## config.mk

```make
export PLATFORM = sky130hd
export DESIGN_NAME = biu_divider
export DESIGN_NICKNAME = d
export VERILOG_FILES = /design/src/rtl/biu_pkg.sv /design/src/rtl/biu_divider.sv
export SDC_FILE = /design/constraint.sdc
export NUM_CORES = 1
export LEC_CHECK = 0
export ABC_AREA = 1
export BUFFER_PORTS_ARGS = -buffer_cell sky130_fd_sc_hd__buf_4
export CORE_ASPECT_RATIO = 0.7
export CORE_MARGIN = 3
export CORE_UTILIZATION = 49
export DETAILED_ROUTE_END_ITERATION = 10
export GPL_TIMING_DRIVEN = 0
export PLACE_DENSITY = 0.87
export SLEW_MARGIN = 20
export SYNTH_ARGS = -nofsm -noshare
export SYNTH_HDL_FRONTEND = slang
export SYNTH_SLANG_ARGS = --single-unit
```

## constraint.sdc

```tcl
create_clock -name clock -period 3.3 [get_ports clock]
set_input_delay 0.165 -clock clock [delete_from_list [all_inputs] [get_ports clock]]
set_output_delay 0.165 -clock clock [all_outputs]
set_load 0.05 [all_outputs]
```

## src/rtl/biu_pkg.sv

```systemverilog
// Shared types and constants for the bilinear image upscaler.
package biu_pkg;

   localparam int COORD_W   = 12;
   localparam int CH_W      = 8;
   localparam int IN_DIM_W  = 9;
   localparam int OUT_DIM_W = 13;
   localparam int PIX_W     = 3 * CH_W;

   localparam logic [CH_W-1:0] CHAN_MAX = 8'd255;

   localparam logic OP_LOAD  = 1'b0;
   localparam logic OP_QUERY = 1'b1;

   localparam logic [1:0] REG_IN_WIDTH   = 2'd0;
   localparam logic [1:0] REG_IN_HEIGHT  = 2'd1;
   localparam logic [1:0] REG_OUT_WIDTH  = 2'd2;
   localparam logic [1:0] REG_OUT_HEIGHT = 2'd3;

   typedef struct packed {
      logic               operation;
      logic [COORD_W-1:0] x_coord;
      logic [COORD_W-1:0] y_coord;
      logic [CH_W-1:0]    red_in;
      logic [CH_W-1:0]    green_in;
      logic [CH_W-1:0]    blue_in;
   } req_type;

   typedef struct packed {
      logic [CH_W-1:0] red_out;
      logic [CH_W-1:0] green_out;
      logic [CH_W-1:0] blue_out;
      logic [CH_W-1:0] alpha_out;
   } rsp_type;

   typedef struct packed {
      logic start;
      logic done;
   } div_ctl_type;

endpackage

```

## src/rtl/biu_divider.sv

```systemverilog
// Restoring divider, one quotient bit per cycle.
module biu_divider
   import biu_pkg::*;
#(
   parameter int NUM_W = 36,
   parameter int DEN_W = 13
) (
   input  logic             clock,
   input  logic             reset,
   input  logic             start,
   input  logic [NUM_W-1:0] numer,
   input  logic [DEN_W-1:0] denom,
   output div_ctl_type      status,
   output logic [NUM_W-1:0] quot
);

   localparam int CNT_W = $clog2(NUM_W + 1);

   logic [NUM_W-1:0] quot_ff;
   logic [DEN_W-1:0] rem_ff;
   logic [DEN_W-1:0] den_ff;
   logic [CNT_W-1:0] cnt_ff;
   logic             done_ff;
   logic [DEN_W:0]   trial;
   logic             fits;

   assign trial = {rem_ff, quot_ff[NUM_W-1]};
   assign fits  = trial >= {1'b0, den_ff};

   always_ff @(posedge clock) begin
      if (reset) begin
         cnt_ff  <= '0;
         done_ff <= 1'b0;
      end else begin
         done_ff <= 1'b0;
         if (start) begin
            quot_ff <= numer;
            rem_ff  <= '0;
            den_ff  <= denom;
            cnt_ff  <= CNT_W'(NUM_W);
         end else if (cnt_ff != '0) begin
            rem_ff  <= fits ? DEN_W'(trial - {1'b0, den_ff}) : DEN_W'(trial);
            quot_ff <= {quot_ff[NUM_W-2:0], fits};
            cnt_ff  <= cnt_ff - CNT_W'(1);
            done_ff <= (cnt_ff == CNT_W'(1));
         end
      end
   end

   assign quot          = quot_ff;
   assign status.start  = start;
   assign status.done   = done_ff;

   busy_start: assert property (@(posedge clock) disable iff (reset)
      (cnt_ff > CNT_W'(1)) |=> !done_ff)
      else $error("divider finished early");

endmodule

```

## Word-level counts from Yosys, hierarchy flattened

Index checks and enable logic that the tools add are counted.

| storage, ports and cells | value |
|---|---|
| flip-flop bits (word level) | 69 |
| input bits | 52 |
| output and inout port bits | 38 |
| logic and storage cells | 24 |

| cells by class | value |
|---|---|
| add/subtract/negate cells | 2 |
| $lt $le $gt $ge | 1 |
| equal/unequal tests | 1 |
| mux-type cells | 6 |
| bitwise logic cells | 2 |
| reduce and logical (&&, ||, !) cells | 6 |

Operator list:

| kind | number |
|---|---|
| $mux 36 | 2 |
| $mux 13 | 2 |
| $ge 14x13->1 | 1 |
| $sub 13x13->13 | 1 |
| $mux 6 | 2 |
| $eq 6x1->1 const B | 1 |
| $reduce_bool 6->1 | 1 |
| $sub 6x1->6 const B | 1 |
| $reduce_and 2->1 | 2 |
| $reduce_or 3->1 | 1 |
| $not 1->1 | 2 |
| $reduce_bool 2->1 | 1 |
| $reduce_or 2->1 | 1 |

## Longest topological paths before layout

Gate-level depths: netlist (run 1).

| logic depth | value |
|---|---|
| depth in word-level cells | 3 |
| gate-level depth with buffers | 14 |
| depth with buffers taken out | 14 |

## Worst setup path after synthesis (run 1)

No wires, ideal clock.

| timing | value |
|---|---|
| path type | flip-flop to flip-flop |
| start | register cnt_ff[0] |
| end | register quot_ff[0], in the netlist quot[0] (enable) |
| setup time | 0.456 ns |
| data arrival time | 2.902 ns |
| data required time | 2.844 ns |
| path slack | -0.058 ns |
| cell stages (with the launch flop) | 6 |
| buffers on the path | 0 |
| period minus slack after synthesis | 3.358 ns |
| cells stage by stage | dfxtp_1 -> inv_1 -> ha_1 -> nand3_1 -> nor2_1 -> nor2_1 |

| on the way | value |
|---|---|
| cells in the longest elaborated chain, start to end | 3 |

RTL lines:

| element | line | RTL |
|---|---|---|
| from (decl) | biu_divider.sv:22 | `logic [CNT_W-1:0] cnt_ff;` |
| from (signal assigned) | biu_divider.sv:40 | `cnt_ff <= CNT_W'(NUM_W);` |
| from (signal assigned) | biu_divider.sv:44 | `cnt_ff <= cnt_ff - CNT_W'(1);` |
| $reduce_bool 6->1 | biu_divider.sv:41 | `end else if (cnt_ff != '0) begin` |
| $reduce_bool 2->1 (no line) | -- |  |
| $reduce_and 2->1 (no line) | -- |  |
| to (signal assigned) | biu_divider.sv:37 | `quot_ff <= numer;` |
| to (signal assigned) | biu_divider.sv:43 | `quot_ff <= {quot_ff[NUM_W-2:0], fits};` |
| to (decl) | biu_divider.sv:19 | `logic [NUM_W-1:0] quot_ff;` |

Every way passes these cells.
A chain may end at the register's enable or synchronous reset.

## Final worst setup path (run 1)

| timing | value |
|---|---|
| start | register quot_ff[35], in the netlist quot[35] |
| end | register rem_ff[5], data pin |

| on the way | value |
|---|---|
| cells in the longest elaborated chain, start to end | 3 |
| elaborated cells between the ends (all ways) | 4 |
| classes of those cells | 1 x add/sub; 1 x order compare; 2 x mux |

RTL lines:

| element | line | RTL |
|---|---|---|
| $sub 13x13->13 / $ge 14x13->1 (equally long branches) | biu_divider.sv:42, biu_divider.sv:28 |  |
| $mux 13 * | biu_divider.sv:42 | `rem_ff <= fits ? DEN_W'(trial - {1'b0, den_ff}) : DEN_W'(trial);` |
| $mux 13 * | biu_divider.sv:41 |  |
| to (signal assigned) | biu_divider.sv:42 |  |
| to (decl) | biu_divider.sv:20 | `logic [DEN_W-1:0] rem_ff;` |

Mark *: on every way between the ends. The rest lies on a longest branch, timed or not. The select of a mux whose other input is x is not followed.

==> results_dict.tcl, run 1 <==
set metrics [dict create \
    status "finished, final reports clean" \
    setup_viol 0 \
    skew_ns 0.0123 \
    grt_setup_unrepaired "false" \
    async_reset_ff_frac 0 \
    die_h_um 79.5 \
    setup_tns_ns 0 \
    htreeDepth 3 \
    pre_cts_slack_ns 0.943 \
    hp-class "in2reg" \
    drt_iter0_markers 193 \
    p_per_area_nw_per_um2 541 \
    avgViaCountPerCell 4.91 \
    n_fill_cell 571 \
    max_slew_margin 0.485 \
    die_x_um 111 \
    drive_above_1_share 0.216 \
    syn-instance-count 454 \
    timing.fmax_ghz 0.417 \
    num_io_pins 90 \
    hold_violations 0 \
    yosysSeqAreaShare 0.529 \
    cts_setup_buffers 0 \
    netlist_area_um2 3780 \
    arrival_ns 2.50 \
    maxSlewViolCount 0 \
    crit_path_end_kind "flop" \
    start_kind "flop" \
    wl_met2_um 4220 \
    period_share 0.727 \
    path_max_fanout 10 \
    final_cell_mix "nand2_1 (205), buf_4 (91), edfxtp_1 (62), inv_1 (56), nor2_1 (37)" \
    area_growth_pct 30.4 \
    clkSinkCount 69 \
    grt_pass1_wl_um 14700 \
    ant_nets 0 \
    core_area_um2 7380 \
    cts_tree "done" \
    grt_pass1_vias 3220 \
    postPlaceCellArea_um2 4640 \
    layout_setup_ws_ns 0.899 \
    synthFlopType "edfxtp_1" \
    cts_buffer_depth 2 \
    drt_wl_total_um 8900 \
    required_ns 3.40 \
    wl_met3_um 648 \
    initial_core_util 0.513 \
    syn_nets 523 \
    grt_max_degree 24 \
    maxCapViolCount 0 \
    cts-root-buf "clkbuf_8" \
    min_period_ns 2.40 \
    crit_type "reg2reg" \
    synth_edf_count 62 \
    grt_usage 0.209 \
    peakVddDrop_uv 376 \
    routed.top_layer "met4" \
    final_common_cell "nand2_1" \
    synth-seq-cells 69 \
    die-area_um2 8830 \
    numPortBuffers 89 \
    design_area_um2 4940 \
    diodes 0 \
    antenna_found_initial 0 \
    power_mw 2.67 \
    rows 26 \
    vias 3302 \
    drc 0 \
    path_clk_slew_ns 0.07 \
    p_leak_nw 2.48 \
    nets 638 \
    hpwlAfterDp_um 6450 \
    tightest_slew_ns 0.772 \
    yosys_warnings 0 \
    overflow 0 \
    wl_per_cell_um 13.2 \
    synth_cell_types 32 \
    cts-buffers-inserted 9 \
    firstDrtPassIters 4 \
    place_congestion 0.951 \
    insertion_delay_ns 0.35 \
    drt-met1-wl_um 3950 \
    avgSynthCellArea_um2 8.34 \
]
## stage by stage
step	util	std cells	hold slack (ns)
after floorplan	-	454	0.234
after global placement	0.620	641	0.345
after detailed placement	0.628	643	0.344
after CTS	0.669	672	0.0194
after global routing	0.669	672	0.0181
final	0.669	672	0.0343
## worst paths after layout
path	from	to	slack (ns)	cells after the start
min	reset	cnt_ff[2]	0.03	2
min reg2reg	cnt_ff[3]	cnt_ff[3]	0.50	2
max reg2reg	quot[35]	rem_ff[5]	0.90	13
max	quot[35]	rem_ff[5]	0.90	13
## Yosys cell counts (2+ instances only)
cell | number | area share
nand3b_1 | 3 | 0.0059
nand3_2 | 2 | 0.0053
dfxtp_1 | 7 | 0.037
nand3_1 | 14 | 0.019
nand2_2 | 2 | 0.0033
ha_1 | 16 | 0.053
inv_1 | 56 | 0.056
xnor2_1 | 4 | 0.0093
clkbuf_1 | 8 | 0.0079
a21oi_1 | 7 | 0.0093
nand4_1 | 5 | 0.0083
edfxtp_1 | 62 | 0.49
nor2_1 | 39 | 0.039
nand2_1 | 205 | 0.20
buf_4 | 2 | 0.0040
o21ai_0 | 4 | 0.0053
or2_2 | 2 | 0.0033
buf_6 | 2 | 0.0059
## registers in the layout, summed over array words and instances, names as in the netlist
register,flops
quot,36
cnt_ff,6
done_ff,1
den_ff,13
rem_ff,13
## cell families after synthesis
logic type,after synthesis,synth area share
AOI/OAI and AO/OA,14,0.0225
xor gates and xnor gates,5,0.0116
adders and majority gates,17,0.0582
buffers and inverters,71,0.0764
DFF,69,0.529
and+or+nand+nor,278,0.302
## final cells by class
cell class / instances / area (µm²) / area share
flip-flops and latches: 69 / 2000 / 0.405
multi-input cells: 314 / 1500 / 0.305
repair buffers: 104 / 853 / 0.173
inverters: 58 / 218 / 0.0441
clock buffers: 10 / 128 / 0.0258
well taps: 98 / 123 / 0.0248
plain buffers: 13 / 71.3 / 0.0144
clock inverters: 6 / 38.8 / 0.00786
## metal layers
| metal | vias up | global-route usage |
|---|---|---|
| li1 | 1655 | - |
| met1 | 1519 | 0.275 |
| met2 | 122 | 0.344 |
| met3 | 6 | 0.0644 |
| met4 | 0 | 0.0498 |
| met5 | - | 0 |
## power breakdown
| part | switching, mW | internal, mW | total (mW) |
|---|---|---|---|
| clock | 0.335 | 0.272 | 0.606 |
| sequential | 0.0533 | 1.08 | 1.13 |
| combinational | 0.595 | 0.335 | 0.930 |
## what timing repair did
action / in CTS / in global routing
resized for setup: 0 / 0
hold endpoints to repair: 13 / 0
hold buffers: 13 / 0
## worst max-delay path, stage by stage, from the launching register on
cell and delay, ns:
edfxtp_1 0.41, inv_1 0.08, ha_1 0.13, inv_1 0.07
fa_1 0.42, nand2_1 0.11, nand2_1 0.06, nand3_1 0.07
nand2_1 0.16, nand2_4 0.13, nand3_4 0.11, buf_6 0.17
nor2_1 0.15, nor2_1 0.07
Note: power is estimated with default switching activity, not from simulation.
==> run 2: changes to the inputs <==
- clock period: 3.3 -> 2.1 ns (I/O delays scaled with it)
==> run 2 against run 1 <==
Effect of this change: critical path depth is the same; register-to-register slack lost 0.95 ns; non-clock buffer count grew 8; combinational power grew 69%; largest power group unchanged; maximum frequency grew 12%; sequential cell count is the same; sequential share of layout area shrank 1.5 points; first-iteration DRC count shrank 6.7%; cell count grew 1.3%; die area is the same; cell area grew 3.9%; the flow now finishes with violations (negative setup slack).
==> results_dict.tcl, run 2 (same netlist as run 1, synthesis figures left out) <==
set metrics [dict create \
    maxSlewViolCount 0 \
    required_ns 2.20 \
    grt_usage 0.208 \
    nets 647 \
    drt_wl_total_um 9400 \
    grt_setup_unrepaired "true" \
    maxCapViolCount 0 \
    design_area_um2 5130 \
    period_share 1.02 \
    htreeDepth 3 \
    insertion_delay_ns 0.35 \
    status "complete, but fails checks" \
    setup_viol 9 \
    violations "negative setup slack" \
    diodes 0 \
    grt_pass1_wl_um 14700 \
    numPortBuffers 89 \
    p_leak_nw 2.53 \
    ant_nets 0 \
    die_x_um 111 \
    cts_buffer_depth 2 \
    final_cell_mix "nand2_1 (201), buf_4 (99), edfxtp_1 (62), inv_1 (55), nor2_1 (30)" \
    grt_pass1_vias 3108 \
    hpwlAfterDp_um 6520 \
    post-route-util 0.695 \
    path_max_fanout 10 \
    max_slew_margin 0.473 \
    core_area_um2 7380 \
    drt_iter0_markers 180 \
    start_kind "flop" \
    arrival_ns 2.25 \
    hp-class "in2reg" \
    crit_type "reg2reg" \
    peakVddDrop_uv 579 \
    skew_ns 0.00982 \
    die-area_um2 8830 \
    timing.fmax_ghz 0.465 \
    layout_setup_ws_ns -0.0491 \
    avgViaCountPerCell 4.93 \
    num_io_pins 90 \
    clkSinkCount 69 \
    wl_per_cell_um 13.8 \
    firstDrtPassIters 6 \
    vias 3356 \
    final_common_cell "nand2_1" \
    tightest_slew_ns 0.790 \
    drive_above_1_share 0.259 \
    p_per_area_nw_per_um2 867 \
    largest_reg_flops 36 \
    postPlaceCellArea_um2 4620 \
    die_h_um 79.5 \
    overflow 0 \
    cts_tree "done" \
    min_period_ns 2.15 \
    hold_violations 0 \
    path_clk_slew_ns 0.08 \
    initial_core_util 0.513 \
    cts-root-buf "clkbuf_8" \
    area_growth_pct 35.6 \
    rows 26 \
    crit_path_end_kind "flop" \
    drc 0 \
    place_congestion 0.994 \
    antenna_found_initial 0 \
    cts-buffers-inserted 9 \
    n_fill_cell 503 \
    grt_max_degree 25 \
]
run 2: cell count changes in the layout (fill, tap and decap cells not counted), sizes merged:
cell         before  now
clkinv            5    2
inv              58   57
buf              96  103
nor2             41   42
clkbuf           18   21
dlygate4sd3      13   14
bufinv            0    1
run 2: critical path, cell delays in order (launching register included):
cell,delay (ns)
edfxtp_1,0.38
inv_1,0.07
ha_1,0.15
inv_2,0.05
fa_2,0.38
nand2_2,0.08
nand2_1,0.07
nand3_2,0.07
nand2_2,0.07
nand2_4,0.08
nand3_4,0.13
buf_8,0.18
nor2_4,0.10
nor2_1,0.06
run 2: power by group:
part           internal (mW)  switching (mW)
Combinational          0.586           0.983
Clock                  0.585           0.500
Sequential              1.70          0.0941
run 2: layout make-up:
cell class / instances / area, µm² / share of cell area
buffer: 13 / 75.1 / 0.0146
clock buffer: 13 / 149 / 0.0290
clock inverter: 3 / 46.3 / 0.00902
inverter: 58 / 218 / 0.0424
multi-input combinational: 315 / 1620 / 0.316
sequential: 69 / 2000 / 0.390
tap: 98 / 123 / 0.0239
timing repair buffer: 112 / 896 / 0.175
run 2: routing by layer:
layer	track usage	wire length, µm	part of all wire
met2	0.344	4580	0.49
met4	0.0389	170	0.018
met1	0.272	3820	0.41
met5	0	0	0
met3	0.0712	826	0.088
run 2: what timing repair did:
| action | 4_1_cts | 5_1_grt |
|---|---|---|
| pin swaps | 2 | 2 |
| resized for setup | 1 | 20 |
| hold endpoints to repair | 14 | 0 |
| buffers inserted | 2 | 6 |
| gates cloned | 1 | 0 |
| hold buffers | 14 | 0 |
| endpoints found under the setup margin | 35 | 36 |
run 2: path summary, 6_finish.rpt:
check | endpoint | depth (start not counted) | slack [ns] | start
worst max-delay path | rem_ff[5] | 13 | -0.05 | quot[35]
worst min-delay path | quot[18] | 3 | 0.02 | numer[18]
worst max register to register | rem_ff[5] | 13 | -0.05 | quot[35]
worst min register to register | cnt_ff[0] | 1 | 0.49 | cnt_ff[0]
run 2: per-stage QoR:
stage | power (mW) | hold slack (ns) | setup TNS [ns] | worst slack [ns] | std cells
finish | 4.45 | 0.0237 | -0.187 | -0.0491 | 681
global route | 4.71 | 0.00313 | -1.50 | -0.157 | 681
floorplan | 2.82 | 0.174 | -1.29 | -0.131 | 454
CTS | 4.34 | 0.00771 | 0 | 0.0101 | 675
global placement | 3.16 | 0.285 | -14.68 | -0.298 | 641
detailed placement | 3.22 | 0.284 | -2.76 | -0.109 | 642
